--- config.mk ---
export PLATFORM = sky130hd
export DESIGN_NAME = path_turn_length_accumulator
export DESIGN_NICKNAME = d
export VERILOG_FILES = /design/src/ptla_pkg.sv /design/src/path_turn_length_accumulator.sv
export VERILOG_INCLUDE_DIRS = /design/src /design/src/src
export SDC_FILE = /design/constraint.sdc
export NUM_CORES = 2
export LEC_CHECK = 0
export ABC_AREA = 1
export BUFFER_PORTS_ARGS = -buffer_cell sky130_fd_sc_hd__buf_2
export CAP_MARGIN = 40
export CORE_AREA = 2 2 525 527
export DETAILED_ROUTE_END_ITERATION = 12
export DIE_AREA = 0 0 527 529
export GPL_ROUTABILITY_DRIVEN = 0
export PLACE_DENSITY = 0.47
export SLEW_MARGIN = 25
export SYNTH_ARGS = -nofsm -noshare
export SYNTH_HDL_FRONTEND = slang
export SYNTH_SLANG_ARGS = --single-unit
--- constraint.sdc ---
create_clock -name i_clk -period 14.66 [get_ports i_clk]
set_input_delay 2.932 -clock i_clk [delete_from_list [all_inputs] [get_ports i_clk]]
set_output_delay 2.932 -clock i_clk [all_outputs]
set_load 0.02 [all_outputs]
--- src/assert_macros.svh ---
// Assertion helper macros for the path turn and length accumulator.
// Included by files that carry concurrent checks; no other dependencies.
`ifndef ASSERT_MACROS_SVH
`define ASSERT_MACROS_SVH

// Same-cycle implication, disabled while reset is asserted
`define ASSERT_IMPL(label, clk, rst_n, ante, cons, msg) \
    label: assert property (@(posedge clk) disable iff (!rst_n) (ante) |-> (cons)) \
        else $error(msg);

// Next-cycle implication, disabled while reset is asserted
`define ASSERT_NEXT(label, clk, rst_n, ante, cons, msg) \
    label: assert property (@(posedge clk) disable iff (!rst_n) (ante) |=> (cons)) \
        else $error(msg);

`endif

--- src/ptla_pkg.sv ---
// Types, constants and helper functions for the path turn and length accumulator.
// No dependencies; imported by path_turn_length_accumulator.
`default_nettype none

package ptla_pkg;

    typedef logic signed [31:0] t_coord;
    typedef logic signed [15:0] t_angle;
    typedef logic        [39:0] t_len;
    typedef logic        [31:0] t_turn;

    // CORDIC datapath widths
    localparam int X_W = 44;   // |d| * 256 with CORDIC gain and sqrt(2) headroom
    localparam int Z_W = 35;   // accumulated angle, 2^-30 rad, plus a pi offset
    localparam int D_W = 18;   // angle differences before wrapping

    localparam logic signed [D_W-1:0] PI_Q12     = 18'sd12868;
    localparam logic signed [D_W-1:0] TWO_PI_Q12 = 18'sd25736;
    localparam logic signed [Z_W-1:0] PI_Q30     = 35'sd3373259426;
    localparam logic signed [Z_W-1:0] ANG_RND    = 35'sd131072;
    localparam logic signed [Z_W-1:0] ANG_MAX    = 35'sd12868;
    localparam logic signed [Z_W-1:0] ANG_MIN    = -35'sd12868;
    localparam logic        [31:0]    INV_GAIN_Q32 = 32'h9B74EDA8;
    localparam logic        [39:0]    LEN_MAX    = 40'hFF_FFFF_FFFF;
    localparam logic        [31:0]    TURN_MAX   = 32'hFFFF_FFFF;

    // arctan(2^-i) in units of 2^-30 rad, truncated
    localparam logic [29:0] ATAN_Q30 [32] = '{
        30'h3243F6A8, 30'h1DAC6705, 30'h0FADBAFC, 30'h07F56EA6, 30'h03FEAB76,
        30'h01FFD55B, 30'h00FFFAAA, 30'h007FFF55, 30'h003FFFEA, 30'h001FFFFD,
        30'h000FFFFF, 30'h0007FFFF, 30'h0003FFFF, 30'h0001FFFF, 30'h0000FFFF,
        30'h00007FFF, 30'h00003FFF, 30'h00001FFF, 30'h00000FFF, 30'h000007FF,
        30'h000003FF, 30'h000001FF, 30'h000000FF, 30'h0000007F, 30'h0000003F,
        30'h0000001F, 30'h0000000F, 30'h00000007, 30'h00000003, 30'h00000001,
        30'h00000000, 30'h00000000
    };

    // Wrap an angle difference into [-pi, pi] and return its magnitude.
    // Differences stay within +-2^16, so three steps of 2*pi suffice.
    function automatic logic [15:0] wrap_abs(input logic signed [D_W-1:0] d);
        logic signed [D_W-1:0] v;
        v = d;
        for (int k = 0; k < 3; k++) begin
            if (v > PI_Q12) begin
                v = v - TWO_PI_Q12;
            end else if (v < -PI_Q12) begin
                v = v + TWO_PI_Q12;
            end
        end
        return (v < 0) ? 16'(-v) : 16'(v);
    endfunction

endpackage

`default_nettype wire

--- src/path_turn_length_accumulator.sv ---
// Path turn and length accumulator: top level with its CORDIC sequencer.
// Depends on ptla_pkg and assert_macros.svh.
//
// Usage:
//   Input channel (i_valid / o_ready) carries one waypoint per transfer:
//   i_new_plan, i_pos_x, i_pos_y (Q16.16) and i_heading (Q3.12).
//   Output channel (o_valid / i_ready) returns exactly one result per
//   waypoint: the waypoint echoed plus running path length, tangent turn
//   and heading turn totals, all including the current point.
//   Sequence: a waypoint that starts a plan (or the first after reset) goes
//   straight to the update; any other waypoint passes through load, one
//   micro-rotation per cycle on the shared add/shift unit, two passes through
//   one shared 32x32 multiplier, round, update.
//   A new waypoint is taken only once the last one has passed its update;
//   o_ready is high only while the sequencer is idle.
//   The result sits in an output register, so the next waypoint is taken
//   while a finished result still waits; a stalled receiver (i_ready low)
//   holds the result and the next item waits before its final update.
//   Reset (i_rst_n low, synchronous) clears all sums and the stored point.
`default_nettype none

module path_turn_length_accumulator #(
    parameter int CORDIC_STEPS = 16
) (
    input  logic             i_clk,
    input  logic             i_rst_n,
    input  logic             i_valid,
    output logic             o_ready,
    input  logic             i_new_plan,
    input  ptla_pkg::t_coord i_pos_x,
    input  ptla_pkg::t_coord i_pos_y,
    input  ptla_pkg::t_angle i_heading,
    output logic             o_valid,
    input  logic             i_ready,
    output ptla_pkg::t_coord o_echo_x,
    output ptla_pkg::t_coord o_echo_y,
    output ptla_pkg::t_angle o_echo_heading,
    output ptla_pkg::t_len   o_path_length,
    output ptla_pkg::t_turn  o_tangent_turn,
    output ptla_pkg::t_turn  o_heading_turn
);
    import ptla_pkg::*;

`include "assert_macros.svh"

    localparam int STEP_W = (CORDIC_STEPS > 1) ? $clog2(CORDIC_STEPS) : 1;
    localparam logic [STEP_W-1:0] STEP_LAST = STEP_W'(CORDIC_STEPS - 1);

    // Sequencer states
    localparam logic [2:0] S_IDLE  = 3'd0;
    localparam logic [2:0] S_LOAD  = 3'd1;
    localparam logic [2:0] S_ITER  = 3'd2;
    localparam logic [2:0] S_MULHI = 3'd3;
    localparam logic [2:0] S_MULLO = 3'd4;
    localparam logic [2:0] S_ROUND = 3'd5;
    localparam logic [2:0] S_FIN   = 3'd6;

    logic [2:0]        r_state, n_state;
    logic [STEP_W-1:0] r_step, n_step;

    // Captured waypoint and segment deltas
    logic              r_restart;
    t_coord            r_px, r_py;
    t_angle            r_hd;
    logic signed [32:0] r_dx, r_dy;
    logic              r_dx_neg, r_dy_zero, r_dy_pos;

    // CORDIC working registers
    logic signed [X_W-1:0] r_cx, r_cy;
    logic signed [Z_W-1:0] r_cz;

    // Gain correction and per-item contributions
    logic [59:0]  r_prod_hi;
    logic [47:0]  r_prod_lo;
    t_angle       r_ang;
    logic [39:0]  r_mag;
    logic [15:0]  r_tdiff, r_hdiff;

    // Architectural state; the echo outputs are the stored point itself
    t_coord       r_last_x, r_last_y;
    t_angle       r_last_heading, r_last_tangent;
    logic         r_tan_known, r_have_point;
    t_len         r_len_sum;
    t_turn        r_tan_sum, r_hdg_sum;
    logic         r_out_valid;

    logic in_xfer, out_xfer, slot_free, fin_go;

    assign o_ready   = (r_state == S_IDLE);
    assign in_xfer   = i_valid && o_ready;
    assign out_xfer  = r_out_valid && i_ready;
    // Output register can take a new result when empty or drained this cycle
    assign slot_free = !r_out_valid || i_ready;
    assign fin_go    = (r_state == S_FIN) && slot_free;

    //------------------------------------------------------------------
    // Sequencer
    //------------------------------------------------------------------
    always_comb begin
        n_state = r_state;
        n_step  = r_step;
        unique case (r_state)
            S_IDLE: begin
                if (in_xfer) begin
                    // Plan start or first point needs no CORDIC pass: jump to the update
                    n_state = (i_new_plan || !r_have_point) ? S_FIN : S_LOAD;
                end
            end
            S_LOAD: begin
                n_step  = '0;
                n_state = S_ITER;
            end
            S_ITER: begin
                if (r_step == STEP_LAST) begin
                    n_state = S_MULHI;
                end else begin
                    n_step = r_step + 1'b1;
                end
            end
            S_MULHI: n_state = S_MULLO;
            S_MULLO: n_state = S_ROUND;
            S_ROUND: n_state = S_FIN;
            S_FIN: begin
                if (slot_free) begin
                    n_state = S_IDLE;
                end
            end
            default: n_state = S_IDLE;
        endcase
    end

    always_ff @(posedge i_clk) begin
        if (!i_rst_n) begin
            r_state <= S_IDLE;
            r_step  <= '0;
        end else begin
            r_state <= n_state;
            r_step  <= n_step;
        end
    end

    //------------------------------------------------------------------
    // Shared CORDIC add/shift unit: one micro-rotation per cycle
    //------------------------------------------------------------------
    logic signed [X_W-1:0] xs, ys;
    logic signed [Z_W-1:0] atan_step;
    logic signed [33:0]    ld_ax, ld_ay;

    assign xs        = r_cx >>> r_step;
    assign ys        = r_cy >>> r_step;
    assign atan_step = $signed({5'b0, ATAN_Q30[5'(r_step)]});

    // Fold the left half-plane onto the right one: negate both deltas
    assign ld_ax = r_dx[32] ? -34'(r_dx) : 34'(r_dx);
    assign ld_ay = r_dx[32] ? -34'(r_dy) : 34'(r_dy);

    //------------------------------------------------------------------
    // Shared 32x32 multiplier: high then low part of the magnitude
    //------------------------------------------------------------------
    logic [31:0] mul_a;
    logic [63:0] mul_p;

    assign mul_a = (r_state == S_MULHI) ? {4'b0, r_cx[X_W-1:16]} : {16'b0, r_cx[15:0]};
    assign mul_p = {32'b0, mul_a} * {32'b0, INV_GAIN_Q32};

    // Angle rounding to Q3.12 with clamp to [-pi, pi]
    logic signed [Z_W-1:0] z_rnd;
    logic signed [Z_W-1:0] z_clamped;
    always_comb begin
        z_rnd = (r_cz + ANG_RND) >>> 18;
        if (z_rnd > ANG_MAX) begin
            z_clamped = ANG_MAX;
        end else if (z_rnd < ANG_MIN) begin
            z_clamped = ANG_MIN;
        end else begin
            z_clamped = z_rnd;
        end
    end

    logic [59:0] mag_sum;
    assign mag_sum = r_prod_hi + 60'(r_prod_lo[47:16]) + 60'(24'h80_0000);

    //------------------------------------------------------------------
    // Datapath
    //------------------------------------------------------------------
    always_ff @(posedge i_clk) begin
        unique case (r_state)
            S_IDLE: begin
                if (in_xfer) begin
                    r_restart <= i_new_plan || !r_have_point;
                    r_px      <= i_pos_x;
                    r_py      <= i_pos_y;
                    r_hd      <= i_heading;
                    r_dx      <= 33'(i_pos_x) - 33'(r_last_x);
                    r_dy      <= 33'(i_pos_y) - 33'(r_last_y);
                end
            end
            S_LOAD: begin
                // Scale by 256 for guard bits
                r_cx      <= X_W'(ld_ax) <<< 8;
                r_cy      <= X_W'(ld_ay) <<< 8;
                r_cz      <= '0;
                r_dx_neg  <= r_dx[32];
                r_dy_zero <= (r_dy == '0);
                r_dy_pos  <= !r_dy[32] && (r_dy != '0);
            end
            S_ITER: begin
                if (r_cy > 0) begin
                    r_cx <= r_cx + ys;
                    r_cy <= r_cy - xs;
                    r_cz <= r_cz + atan_step;
                end else begin
                    r_cx <= r_cx - ys;
                    r_cy <= r_cy + xs;
                    r_cz <= r_cz - atan_step;
                end
            end
            S_MULHI: begin
                r_prod_hi <= mul_p[59:0];
                // Undo the half-plane fold
                if (r_dx_neg) begin
                    r_cz <= r_dy_pos ? (r_cz + PI_Q30) : (r_cz - PI_Q30);
                end
            end
            S_MULLO: begin
                r_prod_lo <= mul_p[47:0];
                if (r_dy_zero) begin
                    // Along the x axis, including the zero-length segment
                    r_ang <= r_dx_neg ? 16'(PI_Q12) : '0;
                end else begin
                    r_ang <= 16'(z_clamped);
                end
            end
            S_ROUND: begin
                r_mag   <= 40'(mag_sum[59:24]);
                r_tdiff <= wrap_abs(D_W'(r_ang) - D_W'(r_last_tangent));
                r_hdiff <= wrap_abs(D_W'(r_hd) - D_W'(r_last_heading));
            end
            default: begin
            end
        endcase
    end

    //------------------------------------------------------------------
    // Running sums, stored point and output register
    //------------------------------------------------------------------
    logic [40:0] len_add;
    logic [32:0] tan_add, hdg_add;

    assign len_add = {1'b0, r_len_sum} + {1'b0, r_mag};
    assign tan_add = {1'b0, r_tan_sum} + {17'b0, r_tdiff};
    assign hdg_add = {1'b0, r_hdg_sum} + {17'b0, r_hdiff};

    always_ff @(posedge i_clk) begin
        if (!i_rst_n) begin
            r_last_x       <= '0;
            r_last_y       <= '0;
            r_last_heading <= '0;
            r_last_tangent <= '0;
            r_tan_known    <= 1'b0;
            r_have_point   <= 1'b0;
            r_len_sum      <= '0;
            r_tan_sum      <= '0;
            r_hdg_sum      <= '0;
            r_out_valid    <= 1'b0;
        end else begin
            if (out_xfer) begin
                r_out_valid <= 1'b0;
            end
            if (fin_go) begin
                r_out_valid    <= 1'b1;
                r_last_x       <= r_px;
                r_last_y       <= r_py;
                r_last_heading <= r_hd;
                if (r_restart) begin
                    // Plan start: clear sums, no contribution
                    r_len_sum      <= '0;
                    r_tan_sum      <= '0;
                    r_hdg_sum      <= '0;
                    r_tan_known    <= 1'b0;
                    r_last_tangent <= '0;
                    r_have_point   <= 1'b1;
                end else begin
                    r_len_sum <= len_add[40] ? LEN_MAX : len_add[39:0];
                    r_hdg_sum <= hdg_add[32] ? TURN_MAX : hdg_add[31:0];
                    if (r_tan_known) begin
                        r_tan_sum <= tan_add[32] ? TURN_MAX : tan_add[31:0];
                    end
                    r_last_tangent <= r_ang;
                    r_tan_known    <= 1'b1;
                end
            end
        end
    end

    assign o_valid        = r_out_valid;
    assign o_echo_x       = r_last_x;
    assign o_echo_y       = r_last_y;
    assign o_echo_heading = r_last_heading;
    assign o_path_length  = r_len_sum;
    assign o_tangent_turn = r_tan_sum;
    assign o_heading_turn = r_hdg_sum;

    //------------------------------------------------------------------
    // Checks
    //------------------------------------------------------------------
    `ASSERT_NEXT(a_fin_posts_result, i_clk, i_rst_n, fin_go, o_valid, "result not posted after update")
    `ASSERT_NEXT(a_tan_zero_until_known, i_clk, i_rst_n, fin_go && !r_tan_known, o_tangent_turn == '0, "tangent sum moved before a tangent was known")
    `ASSERT_NEXT(a_busy_after_accept, i_clk, i_rst_n, in_xfer, !o_ready, "input ready while an item is in progress")

endmodule

`default_nettype wire
==> impl_metrics.env <==
export IMPL_synthTopCellsByArea="edfxtp_1, ha_1, nand2_1"
export IMPL_worstRegToRegCells=41
export IMPL_clkTransAtPathRegs_ps=60
export IMPL_hpwl_um=165600
export IMPL_grt_ovfl_total=0
export IMPL_yosysUniqueCellTypes=69
export IMPL_area_delta_synth_final_pct=12.67
export IMPL_synth_fa_ha_area_share_pct=23.29
export IMPL_clk_latency_ps=740
export IMPL_coreArea_um2=272900
export IMPL_die_h_um=529
export IMPL_final_core_util_pct=28.07
export IMPL_fin_worst_skew_ps=55.74
export IMPL_vias=58940
export IMPL_synth_top_family_by_area="adder cells"
export IMPL_crit_path_max_fanout=57
export IMPL_h_tree_depth=3
export IMPL_clockRootBuffer="clkbuf_16"
export IMPL_hold_buffers=0
export IMPL_syn_cell_area_um2=67980
export IMPL_cts_buffers=85
export IMPL_grt_pass1_wl_um=324100
export IMPL_rsz0062_at_grt="false"
export IMPL_yosys_area_share_simple_pct=21.73
export IMPL_grt_max_degree=93
export IMPL_arrival_ps=11470
export IMPL_slew_headroom_pct=42.19
export IMPL_slew_violations=0
export IMPL_yosys_area_top_type_share_pct=19.57
export IMPL_setup_viol=0
export IMPL_hold_path_class="flip-flop to flip-flop"
export IMPL_postCtsSetupBuffers=0
export IMPL_ys_seq_area_share_pct=25.75
export IMPL_clock_fmax_ghz=0.09097
export IMPL_synthFlopType="edfxtp_1"
export IMPL_grt_usage_pct=14.37
export IMPL_ioPinCount=271
export IMPL_synth_mux_area_share_pct=0.8393
export IMPL_grt_pass1_vias=57590
export IMPL_yosysWarningCount=0
export IMPL_synth_compound_area_share_pct=13.42
export IMPL_clock_sinks=653
export IMPL_cp_end_kind="flip-flop"
export IMPL_synthesis_nets=10090
export IMPL_start_util_pct=24.91
export IMPL_yosys_area_top_type="edfxtp_1"
export IMPL_drt_wirelength_per_cell_um=15.96
export IMPL_yosys_area_share_xor_xnor_pct=5.914
export IMPL_synth_async_reset_ratio_pct=0
export IMPL_cap_violations=0
export IMPL_nNetsFinal=10300
export IMPL_drt_vias_per_instance=4.592
export IMPL_rows=192
export IMPL_period_minus_slack_ps=10990
export IMPL_start_kind="flip-flop"
export IMPL_die_width_um=527
export IMPL_fp_dieArea_um2=278800
export IMPL_wirelength_um=204900
export IMPL_postRouteAntennaNets=0
export IMPL_crit_path_top_delay_cell="o21ai_1"
export IMPL_required_ps=15140
export IMPL_timing_final_crit_share_pct=74.99
export IMPL_setup_worst_path_class="flip-flop to flip-flop"
export IMPL_synth_common_cells="nand2_1, inv_1, a21oi_1"
export IMPL_antenna_found_initial=7
export IMPL_hold_violations=0
export IMPL_clockBufferDepth=3
export IMPL_cts_resized=0
export IMPL_setup_tns_ps=0
export IMPL_synth_edf_count=443
export IMPL_status="completed"
export IMPL_yosysMostFrequentCell="nand2_1"
export IMPL_synth_ff_latch_count=653
export IMPL_first_pass_iters=6
export IMPL_syn_inst=8964
export IMPL_worst_pin_slew_ps=863.9
export IMPL_drt_iter0_markers=3796
export IMPL_worst_path_most_repeated_cell="inv_1"
export IMPL_drc_errors=0
export IMPL_syn_mean_instance_area_um2=7.584
export IMPL_cts_tree="done"
export IMPL_max_stage_delay_ps=700
export IMPL_drive_gt1_share_pct=8.189
export IMPL_portBuffers=270
export IMPL_holdPathStages=2
## registers in the layout, indices dropped and copies added (netlist names), 32 cells and up
name and cells:
o_tangent_turn 32, r_prod_hi 57, r_cx 44, o_echo_y 32, r_px 32, o_path_length 40, r_cz 35, r_dy 33
r_mag 36, o_heading_turn 32, r_cy 44, r_py 32, o_echo_x 32, r_dx 33
## placed cells by master (no fill, tap or decap), types with 16 or more instances in the layout
master	instances
a211oi_1	21
a21boi_0	18
a21oi_1	750
a31oi_1	26
buf_2	272
buf_4	52
clkbuf_1	16
clkbuf_16	89
clkinv_2	19
dfxtp_1	206
edfxtp_1	443
fa_1	372
ha_1	670
inv_1	1335
inv_2	44
mux2i_1	57
nand2_1	2068
nand2_2	81
nand2_4	16
nand3_1	355
nand3_2	19
nand4_1	112
nor2_1	541
nor2_2	25
nor2_4	17
nor3_1	97
nor4_1	26
o211ai_1	26
o21a_1	20
o21ai_0	694
o21bai_1	25
o22ai_1	20
o31ai_1	21
or2_2	48
xnor2_1	142
xor2_1	317
## routing by layer
layer,GRT usage [%],share of wire [%]
met3,2.296,5.1
met5,0,0.017
met1,20.65,50
met2,22.47,43
met4,3.052,2.0
## final cells by class
type / instances / area (µm²)
sequential: 653 / 17510
antenna: 2 / 5.005
clock inverter: 45 / 570.5
inverter: 1385 / 5210
fill: 29600 / 196300
tap: 3589 / 4491
timing repair buffer: 336 / 1987
multi-input combinational: 6711 / 44400
clock buffer: 114 / 2411
## logic make-up after synthesis
kind of cell / Yosys count
DFF: 653
xor gates and xnor gates: 459
muxes: 57
buffers and inverters: 1600
adders and majority gates: 1042
and+or+nand+nor: 3452
AOI/OAI and AO/OA: 1701
## worst max-delay path, delay by kind of cell, from the launching register on
kind | cells | cell delay (ps)
DFF | 1 | 360
buffers and inverters | 8 | 1140
adders and majority gates | 8 | 3280
and+or+nand+nor | 9 | 1450
AOI/OAI and AO/OA | 16 | 4410
## stage by stage
stage               hold WS (ps)  setup slack [ps]  cell area (µm²)  std cells
global route               477.2              2656            76590      12830
global placement           447.6              3486            73310      12650
floorplan                  428.0             996.1            67980       8964
CTS                        464.8              3588            76480      12830
detailed placement         455.5              3633            73500      12670
finish                     461.2              3667            76590      12840
## final timing paths
check	from	end	slack (ps)
setup reg to reg	r_state[2]	r_prod_hi[57]	3670
hold / removal	r_have_point	r_have_point	460
hold reg to reg	r_have_point	r_have_point	460
setup / recovery	r_state[2]	r_prod_hi[57]	3670
Power is left out: the tool's default activity adds up to more than one toggle a clock period on the data nets, which glitch-free logic cannot reach.
